<file path="src/rtl/mcl_pkg.sv">
// Shared constants, types and elaboration-time tables for the lattice update block.
// Depends on nothing; every other file imports it.
`default_nettype none

package mcl_pkg;

	// lattice geometry
	localparam int SIDE    = 10;
	localparam int CELLS   = SIDE * SIDE;
	localparam int ADDR_W  = $clog2(CELLS);
	localparam int M_W     = $clog2(SIDE);
	localparam int COORD_W = 4;

	// payload and register widths
	localparam int RAND_BITS = 16;
	localparam int SPIN_W    = 2;
	localparam int E_W       = 20;
	localparam int CFG_W     = 6;
	localparam int CFG_IDX_W = 1;

	localparam logic [CFG_IDX_W-1:0] REG_PAIR = 1'b0;

	// two-link count bounds: one unit per ordered triple of distinct indices
	localparam int H4_MAX = SIDE * (SIDE - 1) * (SIDE - 2);
	localparam int H4_W   = $clog2(H4_MAX + 1) + 1;
	localparam int DSUM_W = $clog2(10 * (SIDE - 2) + 1) + 1;
	localparam int H4X_W  = ((H4_W > DSUM_W) ? H4_W : DSUM_W) + 1;

	// Q31 arithmetic for the acceptance threshold
	localparam int MUL_W  = 32;
	localparam int Q_FRAC = 31;
	localparam logic [MUL_W-1:0] QONE = MUL_W'(64'd1 << Q_FRAC);
	localparam int D_BITS = E_W;
	localparam int K_W    = $clog2(D_BITS);

	// exp(-1/SIDE^2) in Q31 by the alternating series, each term floored;
	// the eighth term is already zero for any lattice of side three or more
	localparam logic [63:0] EXP_T0   = 64'd1 << Q_FRAC;
	localparam logic [63:0] EXP_T1   = EXP_T0 / 64'(CELLS);
	localparam logic [63:0] EXP_T2   = EXP_T1 / (64'(CELLS) * 64'd2);
	localparam logic [63:0] EXP_T3   = EXP_T2 / (64'(CELLS) * 64'd3);
	localparam logic [63:0] EXP_T4   = EXP_T3 / (64'(CELLS) * 64'd4);
	localparam logic [63:0] EXP_T5   = EXP_T4 / (64'(CELLS) * 64'd5);
	localparam logic [63:0] EXP_T6   = EXP_T5 / (64'(CELLS) * 64'd6);
	localparam logic [63:0] EXP_T7   = EXP_T6 / (64'(CELLS) * 64'd7);
	localparam logic [63:0] EXP_BASE = EXP_T0 - EXP_T1 + EXP_T2 - EXP_T3
		+ EXP_T4 - EXP_T5 + EXP_T6 - EXP_T7;

	typedef logic signed [SPIN_W-1:0] spin_t;

	typedef struct packed {
		logic              en;
		logic [ADDR_W-1:0] addr;
		spin_t             data;
	} ram_wr_t;

	typedef enum logic {
		MUL_ENERGY,
		MUL_EXP
	} mul_op_t;

	typedef struct packed {
		mul_op_t          op;
		logic [CFG_W-1:0] weight;
		logic [H4_W-1:0]  count;
		logic [MUL_W-1:0] base;
		logic [MUL_W-1:0] pow;
	} mul_req_t;

	typedef logic [MUL_W-1:0] pow_tab_t [D_BITS];

	// successive squares of the base, one per bit of the energy step
	function automatic pow_tab_t build_pow_tab();
		pow_tab_t    tab;
		logic [63:0] p;
		p = EXP_BASE;
		for (int k = 0; k < D_BITS; k++) begin
			tab[k] = p[MUL_W-1:0];
			p = (p * p) >> Q_FRAC;
		end
		return tab;
	endfunction

	localparam pow_tab_t POW_TAB = build_pow_tab();

	function automatic logic [ADDR_W-1:0] cell_addr(input logic [COORD_W-1:0] row,
		input logic [COORD_W-1:0] col);
		logic [ADDR_W-1:0] r_w;
		r_w = ADDR_W'(row);
		return ADDR_W'(r_w * ADDR_W'(SIDE)) + ADDR_W'(col);
	endfunction

endpackage

`default_nettype wire

</file>
<file path="src/rtl/mcl_spin_ram.sv">
// Spin store: one write port, two registered read ports, per-entry valid bits.
// Depends on mcl_pkg for geometry and the write word type.
`default_nettype none

module mcl_spin_ram import mcl_pkg::*; (
	input  wire logic              clk,
	input  wire logic              arst_n,
	input  wire ram_wr_t           wr,
	input  wire logic              clear,
	input  wire logic [ADDR_W-1:0] addr_a,
	input  wire logic [ADDR_W-1:0] addr_b,
	output spin_t                  data_a,
	output spin_t                  data_b
);

	spin_t            spin_mem_q [CELLS];
	logic [CELLS-1:0] valid_q;
	spin_t            rd_a_q;
	spin_t            rd_b_q;
	logic             rv_a_q;
	logic             rv_b_q;

	always_ff @(posedge clk) begin
		if (wr.en) begin
			spin_mem_q[wr.addr] <= wr.data;
		end
		rd_a_q <= spin_mem_q[addr_a];
		rd_b_q <= spin_mem_q[addr_b];
	end

	// an entry never written since reset or clear reads as zero
	always_ff @(posedge clk or negedge arst_n) begin
		if (!arst_n) begin
			valid_q <= '0;
			rv_a_q  <= 1'b0;
			rv_b_q  <= 1'b0;
		end else begin
			rv_a_q <= valid_q[addr_a];
			rv_b_q <= valid_q[addr_b];
			if (clear) begin
				valid_q <= '0;
			end else if (wr.en) begin
				valid_q[wr.addr] <= 1'b1;
			end
		end
	end

	assign data_a = rv_a_q ? rd_a_q : spin_t'(0);
	assign data_b = rv_b_q ? rd_b_q : spin_t'(0);

endmodule

`default_nettype wire

</file>
<file path="src/rtl/mcl_mul.sv">
// Shared multiplier: energy weighting and Q31 threshold products.
// Depends on mcl_pkg for the request word.
`default_nettype none

module mcl_mul import mcl_pkg::*; (
	input  wire mul_req_t         req,
	output logic [MUL_W-1:0]      res
);

	logic [MUL_W-1:0]   x;
	logic [MUL_W-1:0]   y;
	logic [2*MUL_W-1:0] prod;

	always_comb begin
		case (req.op)
			MUL_ENERGY: begin
				x = MUL_W'(req.weight);
				y = MUL_W'(req.count);
			end
			MUL_EXP: begin
				x = req.base;
				y = req.pow;
			end
			default: begin
				x = '0;
				y = '0;
			end
		endcase
		prod = (2*MUL_W)'(x) * (2*MUL_W)'(y);
		// Q31 product drops the fraction; energy product is plain integer
		if (req.op == MUL_EXP) begin
			res = prod[Q_FRAC+MUL_W-1:Q_FRAC];
		end else begin
			res = prod[MUL_W-1:0];
		end
	end

endmodule

`default_nettype wire

</file>
<file path="src/rtl/metropolis_causal_lattice_update.sv">
// Top level: sequencer of the Metropolis lattice update around the spin store
// and the shared multiplier. Depends on mcl_pkg, mcl_spin_ram and mcl_mul.
//
// Usage. Input words arrive on in_valid/in_ready: req_type picks a proposal at
// (site_row, site_col) or a lattice clear. Each word gives one result word on
// out_valid/out_ready: the spin left at the site, whether the change was kept,
// and the stored energy (times SIDE squared) after the word.
// Timing. One word at a time; in_ready is high only while the sequencer idles.
// A clear, a diagonal site or a site off the lattice goes from idle straight to
// the finishing state. A proposal reads its own spin, then scans the third
// index, one site pair per cycle through the two read ports of the spin store,
// forms the new energy on the shared multiplier and compares. When the energy
// rises, the threshold is built by the same multiplier, one bit of the energy
// step per cycle; a rejected word skips the two store writes. Reset clears the
// lattice (per-entry valid bits, no sweep) and the energy, and sets the pair
// weight to 1. A stalled receiver holds the result word; the next input word
// is taken meanwhile and waits only to deliver its own result. Weights are to
// be written on cfg_wen/cfg_index/cfg_data only while idle; the block itself
// does not enforce this. The three-link weight is taken but has no effect:
// with s(j,i) = -s(i,j) the six terms that share any site pair cancel, so the
// three-link sum stays zero.
`default_nettype none

module metropolis_causal_lattice_update import mcl_pkg::*; (
	input  wire logic                    clk,
	input  wire logic                    arst_n,
	// configuration
	input  wire logic                    cfg_wen,
	input  wire logic [CFG_IDX_W-1:0]    cfg_index,
	input  wire logic [CFG_W-1:0]        cfg_data,
	// input channel
	input  wire logic                    in_valid,
	output logic                         in_ready,
	input  wire logic                    req_type,
	input  wire logic [COORD_W-1:0]      site_row,
	input  wire logic [COORD_W-1:0]      site_col,
	input  wire logic                    step_choice,
	input  wire logic [RAND_BITS-1:0]    accept_random,
	// output channel
	output logic                         out_valid,
	input  wire logic                    out_ready,
	output logic signed [SPIN_W-1:0]     new_spin,
	output logic                         accepted,
	output logic signed [E_W-1:0]        energy_scaled
);

	typedef enum logic [3:0] {
		ST_IDLE,
		ST_READV,
		ST_SCAN,
		ST_SUM,
		ST_MULE,
		ST_DIFF,
		ST_EXP,
		ST_CMP,
		ST_WR1,
		ST_WR2,
		ST_FINISH
	} state_t;

	localparam int DIF_W = E_W + 1;

	state_t                     state_q;
	logic [CFG_W-1:0]           alpha_q;
	logic signed [E_W-1:0]      energy_q;
	logic signed [H4_W-1:0]     h4_q;
	logic signed [H4_W-1:0]     h4n_q;
	logic signed [DSUM_W-1:0]   sum_q;
	logic signed [E_W-1:0]      e_new_q;
	logic [COORD_W-1:0]         a_q;
	logic [COORD_W-1:0]         b_q;
	logic                       step_q;
	logic [RAND_BITS-1:0]       rnd_q;
	logic [M_W-1:0]             m_q;
	spin_t                      v_q;
	spin_t                      vn_q;
	logic [D_BITS-1:0]          d_q;
	logic [K_W-1:0]             k_q;
	logic [MUL_W-1:0]           r_q;
	spin_t                      res_spin_q;
	logic                       res_acc_q;
	logic                       out_valid_q;
	spin_t                      out_spin_q;
	logic                       out_acc_q;
	logic signed [E_W-1:0]      out_energy_q;

	ram_wr_t                    ram_wr;
	logic                       ram_clear;
	logic [ADDR_W-1:0]          addr_a;
	logic [ADDR_W-1:0]          addr_b;
	spin_t                      data_a;
	spin_t                      data_b;
	mul_req_t                   mul_req;
	logic [MUL_W-1:0]           mul_res;

	logic                       in_take;
	logic                       in_range;
	logic [M_W-1:0]             m_next;
	logic signed [H4X_W-1:0]    h4_sum;
	logic [H4_W-1:0]            h4_mag;
	logic signed [E_W-1:0]      e_mag;
	logic signed [DIF_W-1:0]    diff;
	logic [2*MUL_W-1:0]         thr_wide;
	logic [RAND_BITS:0]         thr;
	logic                       keep;

	// spin advanced by one or two with wrap inside {-1, 0, 1}
	function automatic spin_t spin_step(input spin_t old, input logic two);
		spin_t nv;
		case ({old, two})
			{2'sb11, 1'b0}: nv = 2'sb00;
			{2'sb00, 1'b0}: nv = 2'sb01;
			{2'sb01, 1'b0}: nv = 2'sb11;
			{2'sb11, 1'b1}: nv = 2'sb01;
			{2'sb00, 1'b1}: nv = 2'sb11;
			{2'sb01, 1'b1}: nv = 2'sb00;
			default:        nv = 2'sb00;
		endcase
		return nv;
	endfunction

	// change of the two-link count from the six terms that share the pair
	// (a,b) and third index m; g = s(a,m), h = s(b,m)
	function automatic logic signed [4:0] link_delta(input spin_t g, input spin_t h,
		input spin_t v, input spin_t vn);
		logic signed [4:0] g5;
		logic signed [4:0] h5;
		logic signed [4:0] v5;
		logic signed [4:0] n5;
		logic signed [4:0] gh;
		logic signed [4:0] t;
		g5 = 5'(g);
		h5 = 5'(h);
		v5 = 5'(v);
		n5 = 5'(vn);
		gh = g5 * h5;
		t  = (n5 - v5) * (h5 - g5) + (n5 * n5 - v5 * v5);
		return 5'sd2 * gh * t;
	endfunction

	mcl_spin_ram u_ram (
		.clk    (clk),
		.arst_n (arst_n),
		.wr     (ram_wr),
		.clear  (ram_clear),
		.addr_a (addr_a),
		.addr_b (addr_b),
		.data_a (data_a),
		.data_b (data_b)
	);

	mcl_mul u_mul (
		.req (mul_req),
		.res (mul_res)
	);

	assign in_ready = (state_q == ST_IDLE);
	assign in_take  = in_valid && in_ready;
	assign in_range = ({1'b0, site_row} < (COORD_W+1)'(SIDE))
		&& ({1'b0, site_col} < (COORD_W+1)'(SIDE));
	assign m_next   = (m_q == M_W'(SIDE - 1)) ? '0 : m_q + 1'b1;

	assign h4_sum   = H4X_W'(h4_q) + H4X_W'(sum_q);
	assign h4_mag   = h4n_q[H4_W-1] ? H4_W'(-h4n_q) : H4_W'(h4n_q);
	assign e_mag    = E_W'(mul_res);
	assign diff     = DIF_W'(e_new_q) - DIF_W'(energy_q);
	assign thr_wide = (2*MUL_W)'(r_q) << RAND_BITS;
	assign thr      = thr_wide[RAND_BITS+Q_FRAC:Q_FRAC];
	assign keep     = ({1'b0, rnd_q} <= thr);

	// store addressing, write words and multiplier operands
	always_comb begin
		addr_a      = '0;
		addr_b      = '0;
		ram_wr      = '0;
		ram_clear   = 1'b0;
		mul_req     = '0;
		mul_req.op  = MUL_ENERGY;
		case (state_q)
			ST_IDLE: begin
				if (in_range) begin
					addr_a = cell_addr(site_row, site_col);
				end
				ram_clear = in_take && req_type;
			end
			ST_READV: begin
				addr_a = cell_addr(a_q, '0);
				addr_b = cell_addr(b_q, '0);
			end
			ST_SCAN: begin
				addr_a = cell_addr(a_q, COORD_W'(m_next));
				addr_b = cell_addr(b_q, COORD_W'(m_next));
			end
			ST_MULE: begin
				mul_req.op     = MUL_ENERGY;
				mul_req.weight = alpha_q;
				mul_req.count  = h4_mag;
			end
			ST_EXP: begin
				mul_req.op   = MUL_EXP;
				mul_req.base = r_q;
				mul_req.pow  = POW_TAB[k_q];
			end
			ST_WR1: begin
				ram_wr.en   = 1'b1;
				ram_wr.addr = cell_addr(a_q, b_q);
				ram_wr.data = vn_q;
			end
			ST_WR2: begin
				ram_wr.en   = 1'b1;
				ram_wr.addr = cell_addr(b_q, a_q);
				ram_wr.data = -vn_q;
			end
			default: begin
			end
		endcase
	end

	always_ff @(posedge clk or negedge arst_n) begin
		if (!arst_n) begin
			state_q     <= ST_IDLE;
			alpha_q     <= CFG_W'(1);
			energy_q    <= '0;
			h4_q        <= '0;
			out_valid_q <= 1'b0;
		end else begin
			if (cfg_wen && (cfg_index == REG_PAIR)) begin
				alpha_q <= cfg_data;
			end

			// drop the result word once the receiver takes it, unless the
			// finishing word replaces it in the same cycle
			if (out_valid_q && out_ready && (state_q != ST_FINISH)) begin
				out_valid_q <= 1'b0;
			end

			case (state_q)
				ST_IDLE: begin
					if (in_take) begin
						a_q        <= site_row;
						b_q        <= site_col;
						step_q     <= step_choice;
						rnd_q      <= accept_random;
						res_spin_q <= '0;
						res_acc_q  <= 1'b0;
						if (req_type) begin
							energy_q <= '0;
							h4_q     <= '0;
							state_q  <= ST_FINISH;
						end else if (!in_range || (site_row == site_col)) begin
							state_q <= ST_FINISH;
						end else begin
							state_q <= ST_READV;
						end
					end
				end
				ST_READV: begin
					v_q     <= data_a;
					vn_q    <= spin_step(data_a, step_q);
					m_q     <= '0;
					sum_q   <= '0;
					state_q <= ST_SCAN;
				end
				ST_SCAN: begin
					if ((COORD_W'(m_q) != a_q) && (COORD_W'(m_q) != b_q)) begin
						sum_q <= sum_q + DSUM_W'(link_delta(data_a, data_b, v_q, vn_q));
					end
					m_q <= m_next;
					if (m_q == M_W'(SIDE - 1)) begin
						state_q <= ST_SUM;
					end
				end
				ST_SUM: begin
					h4n_q   <= H4_W'(h4_sum);
					state_q <= ST_MULE;
				end
				ST_MULE: begin
					// energy is minus the weighted two-link count
					e_new_q <= h4n_q[H4_W-1] ? e_mag : -e_mag;
					state_q <= ST_DIFF;
				end
				ST_DIFF: begin
					if (diff <= 0) begin
						res_spin_q <= vn_q;
						res_acc_q  <= 1'b1;
						state_q    <= ST_WR1;
					end else begin
						d_q     <= D_BITS'(diff);
						k_q     <= '0;
						r_q     <= QONE;
						state_q <= ST_EXP;
					end
				end
				ST_EXP: begin
					// advance one bit of the energy step per cycle
					if (d_q == '0) begin
						state_q <= ST_CMP;
					end else begin
						if (d_q[0]) begin
							r_q <= mul_res;
						end
						d_q <= d_q >> 1;
						k_q <= k_q + 1'b1;
					end
				end
				ST_CMP: begin
					if (keep) begin
						res_spin_q <= vn_q;
						res_acc_q  <= 1'b1;
						state_q    <= ST_WR1;
					end else begin
						res_spin_q <= v_q;
						res_acc_q  <= 1'b0;
						state_q    <= ST_FINISH;
					end
				end
				ST_WR1: begin
					state_q <= ST_WR2;
				end
				ST_WR2: begin
					energy_q <= e_new_q;
					h4_q     <= h4n_q;
					state_q  <= ST_FINISH;
				end
				ST_FINISH: begin
					// hold here while the previous result word is still waiting
					if (!out_valid_q || out_ready) begin
						out_valid_q  <= 1'b1;
						out_spin_q   <= res_spin_q;
						out_acc_q    <= res_acc_q;
						out_energy_q <= energy_q;
						state_q      <= ST_IDLE;
					end
				end
				default: begin
					state_q <= ST_IDLE;
				end
			endcase
		end
	end

	assign out_valid     = out_valid_q;
	assign new_spin      = out_spin_q;
	assign accepted      = out_acc_q;
	assign energy_scaled = out_energy_q;

endmodule

`default_nettype wire

</file>
<file path="config.mk">
export PLATFORM = sky130hd
export DESIGN_NAME = metropolis_causal_lattice_update
export DESIGN_NICKNAME = d
export VERILOG_FILES = /design/src/rtl/mcl_pkg.sv /design/src/rtl/mcl_spin_ram.sv /design/src/rtl/mcl_mul.sv /design/src/rtl/metropolis_causal_lattice_update.sv
export SDC_FILE = /design/constraint.sdc
export NUM_CORES = 2
export LEC_CHECK = 0
export ABC_CLOCK_PERIOD_IN_PS = 19200
export BUFFER_PORTS_ARGS = -buffer_cell sky130_fd_sc_hd__buf_4
export CELL_PAD_IN_SITES_DETAIL_PLACEMENT = 1
export CELL_PAD_IN_SITES_GLOBAL_PLACEMENT = 2
export CORE_ASPECT_RATIO = 2
export CORE_UTILIZATION = 46
export DETAILED_ROUTE_END_ITERATION = 10
export MAX_ROUTING_LAYER = met4
export PLACE_DENSITY = 0.95
export SLEW_MARGIN = 20
export SYNTH_ARGS = -nofsm -noshare
export SYNTH_HDL_FRONTEND = slang
export SYNTH_SLANG_ARGS = --single-unit
</file>
<file path="constraint.sdc">
create_clock -name clk -period 19.2 [get_ports clk]
set_input_delay 3.84 -clock clk [delete_from_list [all_inputs] [get_ports clk]]
set_output_delay 3.84 -clock clk [all_outputs]
set_load 0.01 [all_outputs]
</file>
== After elaboration in Yosys (flattened, before gate mapping) ==
Memory sizes are Yosys's and may differ from the RTL's. A register that Yosys moved wholly into a read port is not among the register bits.
Cells that the tools add are included.
Storage, ports and cells
  flip-flop bits (word level): 299
  memories: 2
  memory bits (read-only): 1024
  output and inout bits: 25
  input bits: 38
  bits in writable memories: 200
Operators by class
  add/sub/neg operators: 17
  multipliers: 9
  reductions and logical operators: 34
  order comparisons: 9
  eq/ne operators: 28
  bitwise gates (word level): 4
  mux-type cells: 68
Memories
  (name not given): depth 32, bits a word 32, read ports 1, clocked after memory_dff 0, write ports 0, line metropolis_causal_lattice_update.sv:202  | mul_req.pow = POW_TAB[k_q];
  u_ram.spin_mem_q: depth 100, bits a word 2, read ports 2, clocked after memory_dff 2, write ports 1, line mcl_spin_ram.sv:16  | spin_t spin_mem_q [CELLS];
Operators with widths (number)
  $mux W100: 2
  $mux W32: 6
  $pmux W32 S2: 3
  $mux W20: 5
  $or A100 B100 Y100: 1
  $pmux W20 S2: 2
  $mux W64: 1
  $mul A32 B32 Y63: 1
  $pmux W4 S11: 1
  $add A7 B4 Y7: 5
  $mux W11: 3
  $mux W4: 8
  $lt A7 B8 Y1 const B: 3
  $pmux W11 S2: 1
  $le A21 B1 Y1 const B: 1
  $pmux W7 S3: 1
  $sub A20 B20 Y21: 1
  $logic_not A20 Y1: 1
  $neg A20 Y20: 1
  $pmux W10 S2: 1
  $mul A4 B3 Y6 const B: 3
  $le A16 B17 Y1: 1
  $mux W17: 1
  $eq A4 B3 Y1 const B: 4
  54 further kinds: 112

== Depth between registers and ports, before layout ==
  depth after elaboration: 11
  depth in mapped cells: 41

== Hierarchy ==
A second synthesis with hierarchy kept.
Unflattened totals
  cell total of the unflattened synthesis: 6322
  area, all modules: 62463.7 µm²
Modules (own cells, without submodules)
  mcl_mul: instances 1, cells each 3867, seq. area each 0.0 µm², area an instance 34180.3 µm²
  mcl_spin_ram: instances 1, cells each 1149, seq. area each 8638.3 µm², area an instance 15275.9 µm²
  metropolis_causal_lattice_update: instances 1, cells each 1306, seq. area each 5676.7 µm², area an instance 13007.5 µm²

== Worst setup path after synthesis ==
Ideal clock, no wire load.
  path type: reg-to-reg
  start: reg state_q[0]
  end: reg e_new_q[18], data pin
  clock period less this slack: 10014 ps
  stages on the path, launching flop included: 40
  data required time: 18923 ps
  path slack: 9186 ps
  setup time: 277 ps
  data arrival time: 9736 ps
  path through: dfrtp_1 > buf_2 > clkinv_1 > nand2_1 > or2_2 > clkbuf_1 > clkbuf_1 > clkbuf_1 > nor2_1 > nand2_1 > nor2_1 > clkbuf_1 > clkbuf_1 > nand2_1 > fa_1 > inv_1 > fa_1 > inv_1 > [... 4 more ...] > fa_1 > fa_1 > fa_1 > ha_1 > clkbuf_1 > a21oi_1 > o21ai_0 > a221oi_1 > nand2_1 > or2_2 > and3_1 > clkbuf_1 > a21oi_1 > ha_1 > nand3_1 > a2111oi_2 > a41oi_1 > xnor2_1
Between the ends
  longest elaborated chain between the ends: 8
Ends and longest elaborated chain
  start, declared: line metropolis_causal_lattice_update.sv:63  | state_t state_q;
  start signal, assigned: line metropolis_causal_lattice_update.sv:221  | state_q <= ST_IDLE;
  start signal, assigned: line metropolis_causal_lattice_update.sv:249  | state_q <= ST_FINISH;
  start signal, assigned: line metropolis_causal_lattice_update.sv:251  | state_q <= ST_FINISH;
  $eq A4 B3 Y1: line metropolis_causal_lattice_update.sv:179  | case (state_q)
  $mux W1: line metropolis_causal_lattice_update.sv:179
  $not A1 Y1: line mcl_mul.sv:15  | case (req.op)
  $pmux W32 S2: line mcl_mul.sv:15
  $mul A32 B32 Y63: line mcl_mul.sv:29  | prod = (2*MUL_W)'(x) * (2*MUL_W)'(y);
  $mux W32 *: line mcl_mul.sv:31  | if (req.op == MUL_EXP) begin
  $neg A20 Y20: line metropolis_causal_lattice_update.sv:279  | e_new_q <= h4n_q[H4_W-1] ? e_mag : -e_mag;
  $mux W20 *: line metropolis_causal_lattice_update.sv:279
  end signal, assigned: line metropolis_causal_lattice_update.sv:279
  end, declared: line metropolis_causal_lattice_update.sv:69  | logic signed [E_W-1:0] e_new_q;
Mark *: on every way between the ends. The rest lies on a longest branch, timed or not.
A chain may end at the register's enable or synchronous reset.

== Final worst setup path ==
  start: reg state_q[0]
  end: reg r_q[28], data pin
Between the ends
  longest elaborated chain between the ends: 9
Ends and longest elaborated chain
  $eq A4 B3 Y1: line metropolis_causal_lattice_update.sv:179, metropolis_causal_lattice_update.sv:237
  $mux W1: line metropolis_causal_lattice_update.sv:179
  $not A1 Y1: line mcl_mul.sv:15
  $pmux W32 S2: line mcl_mul.sv:15
  $mul A32 B32 Y63: line mcl_mul.sv:29
  $mux W32: line mcl_mul.sv:31
  $mux W32: line metropolis_causal_lattice_update.sv:299  | if (d_q[0]) begin
  $mux W32: line metropolis_causal_lattice_update.sv:296  | if (d_q == '0) begin
  $pmux W32 S2 *: line metropolis_causal_lattice_update.sv:237  | case (state_q)
  end signal, assigned: line metropolis_causal_lattice_update.sv:300  | r_q <= mul_res;
  end, declared: line metropolis_causal_lattice_update.sv:79  | logic [MUL_W-1:0] r_q;
Mark *: on every way between the ends. The rest lies on a longest branch, timed or not. The select of a mux whose other input is x is not followed.

==> metrics.txt <==
Final TNS setup=0 ns; first-pass GRT wire length=372 mm; CP required=19.55 ns; Tot GR Track Use=0.403; DRT Pass-1 Iters=7; Worst Reg-to-Reg Cells=33; initial antenna violation count=15; synthesis-stage register bit count=502; Slew HR=0.133; worst-skew pair later-pin latency=0.65 ns; Antenna Violating Nets Remaining=0; DR vias=50300; most used cell, CP=fa_1; final period utilization=0.647; worst hold path startpoint=res_spin_q[1]$_SDFFCE_PN0P_; fill count=14700; Hold Path End=new_spin[1]$_DFFE_PP_; number of max-slew violations in the final report=0; DR iter-0 viols=3714; ys async rst share=0.287; total CTS buffers=44; post_cts resized=0; Max-Cap Viols=0; post-synthesis mux area share=0.0337; syn nets=7704; vias in the first global route=57100; Post-synth top flop=edfxtp_1; Worst R2R Setup Slack=6.78 ns; XOR/XNOR Fraction of Synth Area=0.0183; drt drc=0; clk slew on worst S/H paths=0.08 ns; HPWL after detailed placement=197 mm; Achievable Freq=80.5 MHz; Initial Utilization=0.465; largest net degree at the start of global routing=107; WL/cell=31.6 um; Area growth, synth to finish=6.92%; status=finished clean; Synth Area in Compound Gates=0.0859; worst vdd ir=0.0968 mV; RSZ-0062 raised after global routing=false; H-tree levels=2; simple-gate portion of the synthesized area=0.170; synthesized area per cell=9.45 um2; register area=0.0143 mm2; Setup Buffers After CTS=0; most common cell after layout, fill and taps aside=nand2_1; clk buf depth=3; adder-cell share of the synthesized area=0.376; Core Footprint=0.130 mm2; placed cell areas=0.0629 mm2; cts hold-fix bufs=0; post-route minimum period=12.42 ns; kind of critical path=reg2reg; FF-to-FF End=r_q[28]$_SDFFCE_PN0P_; Leak=0.0292 uW; Cell Area, Synth=0.0604 mm2; final setup violation count=0; footprint of the multi-input gates=0.0415 mm2; post-synth cell types=91; Die Y=514 um; sequential area share after synthesis=0.237; global route total overflow=0; vias per inst=6.25; pin slew with the least headroom to its limit=1.30 ns; CP Max Fanout=45; PwrDens=80.6 mW/mm2; WHS Path Cells=0; I/O Buffers=62; final instance area=0.0645 mm2; Post-synth EDFFs=354; chip width=258 um; Hold Crit Class=reg2reg; WL final=254 mm; die area=0.133 mm2; RePlAce Congestion=1.06; Yosys warnings=0; r2r startpoint=state_q[0]$_DFFE_PN0P_; Worst EP arrival=12.77 ns; crit start category=register; total power=5200 uW; most frequent cells in the layout=968 x nand2_1, 921 x inv_1, 888 x fa_1; # nets final=7606; # rows=187; fraction of layout cells with a size suffix above 1=0.0707; count of final hold-check violations=0; Critical Path Sink Type=register; Slowest-stage cell, CP=a211oi_1; total number of clock tree sinks=502; Clock Tree Root=clkbuf_16; # IOs=63; Clock Skew=0.0522 ns; slowest stage delay, CP=0.92 ns; Post-Syn Instances=6386; TritonCTS clock tree=done; largest family of logic cells by synthesized area=adder cells
report_power, final:
| group | total, uW | leakage [uW] | switching (uW) | internal [uW] |
|---|---|---|---|---|
| logic | 2840 | 0.0231 | 1960 | 884 |
| registers | 1410 | 0.00530 | 88.9 | 1320 |
| clock network | 955 | 0.000718 | 457 | 498 |
| total | 5200 | 0.0292 | 2500 | 2700 |
metrics by stage:
| step | setup WS, ns | hold WS [ns] | instances | util |
|---|---|---|---|---|
| floorplan | 9.19 | 0.400 | 6386 | - |
| global placement | 6.94 | 0.412 | 7941 | 0.484 |
| detailed placement | 7.05 | 0.414 | 7941 | 0.485 |
| CTS | 6.99 | 0.428 | 8022 | 0.496 |
| global route | 6.38 | 0.432 | 8039 | 0.497 |
| finish | 6.78 | 0.435 | 8040 | 0.497 |
cell type report:
class / instances / share of cell area
Multi-Input combinational cell: 4616 / 0.644
Antenna cell: 16 / 0.000620
Clock inverter: 27 / 0.00539
Sequential cell: 502 / 0.222
Clock buffer: 54 / 0.0180
Timing Repair Buffer: 199 / 0.0237
Tap cell: 1701 / 0.0330
Inverter: 925 / 0.0538
per-layer routing:
layer | up-vias | part of all wire | track usage
met3 | 1459 | 0.061 | 0.0765
met4 | 0 | 0.14 | 0.424
met1 | 25900 | 0.29 | 0.353
li1 | 20500 | - | -
met2 | 2434 | 0.51 | 0.695
met5 | - | 0 | -
worst max path at each step:
stage	endpoint	start	slack, ns
2_1_floorplan	e_new_q[18]$_DFFE_PP_	state_q[0]$_DFFE_PN0P_	9.19
3_3_place_gp	r_q[28]$_SDFFCE_PN0P_	state_q[0]$_DFFE_PN0P_	6.94
3_5_place_dp	r_q[28]$_SDFFCE_PN0P_	state_q[0]$_DFFE_PN0P_	7.05
4_1_cts	r_q[28]$_SDFFCE_PN0P_	state_q[0]$_DFFE_PN0P_	6.99
5_1_grt	e_new_q[19]$_DFFE_PP_	state_q[0]$_DFFE_PN0P_	6.38
6_report	r_q[28]$_SDFFCE_PN0P_	state_q[0]$_DFFE_PN0P_	6.78
Yosys cell counts (18+ instances only):
cell type | number | area, um2
nor3_1 | 55 | 275
fa_1 | 888 | 17800
nand4_1 | 25 | 156
xnor2_1 | 84 | 736
or3_1 | 24 | 150
a31oi_1 | 27 | 169
a311oi_1 | 52 | 455
nand2_1 | 971 | 3640
xor2_1 | 42 | 368
and2_1 | 138 | 863
nor2_1 | 677 | 2540
o21ai_0 | 112 | 561
nand3_1 | 247 | 1240
a21oi_1 | 170 | 851
dfrtp_1 | 143 | 3580
buf_2 | 18 | 90.1
edfxtp_1 | 354 | 10600
o21a_1 | 129 | 968
and3_1 | 75 | 469
mux4_2 | 75 | 1690
a21o_1 | 45 | 338
a211oi_1 | 45 | 338
buf_1 | 22 | 82.6
o211ai_1 | 23 | 173
clkbuf_1 | 300 | 1130
nor2b_1 | 28 | 175
mux2i_1 | 21 | 210
inv_1 | 921 | 3460
ha_1 | 392 | 4900
nand2b_1 | 36 | 225
critical path, delay by kind of cell (launching register included):
kind / cells / cell delay, ns
fa+ha+maj: 9 / 4.69
compound gates: 7 / 3.23
simple gates: 8 / 2.47
buf+inv: 8 / 1.26
flops: 1 / 0.37
mux: 1 / 0.12
flip-flops by register name, indices dropped and copies added, names as in the netlist, 5 cells and up:
name	cells
u_ram.spin_mem_q	200
h4_q	11
r_q	32
h4n_q	11
energy_scaled	20
alpha_q	6
k_q	5
sum_q	7
energy_q	20
e_new_q	20
d_q	20
rnd_q	16
u_ram.valid_q	100
cell families after synthesis:
group / Yosys count
compound gates: 758
xor+xnor: 126
fa+ha+maj: 1280
buf+inv: 1268
flops: 502
mux: 108
simple gates: 2344
Power figures use the tool's default switching activity.
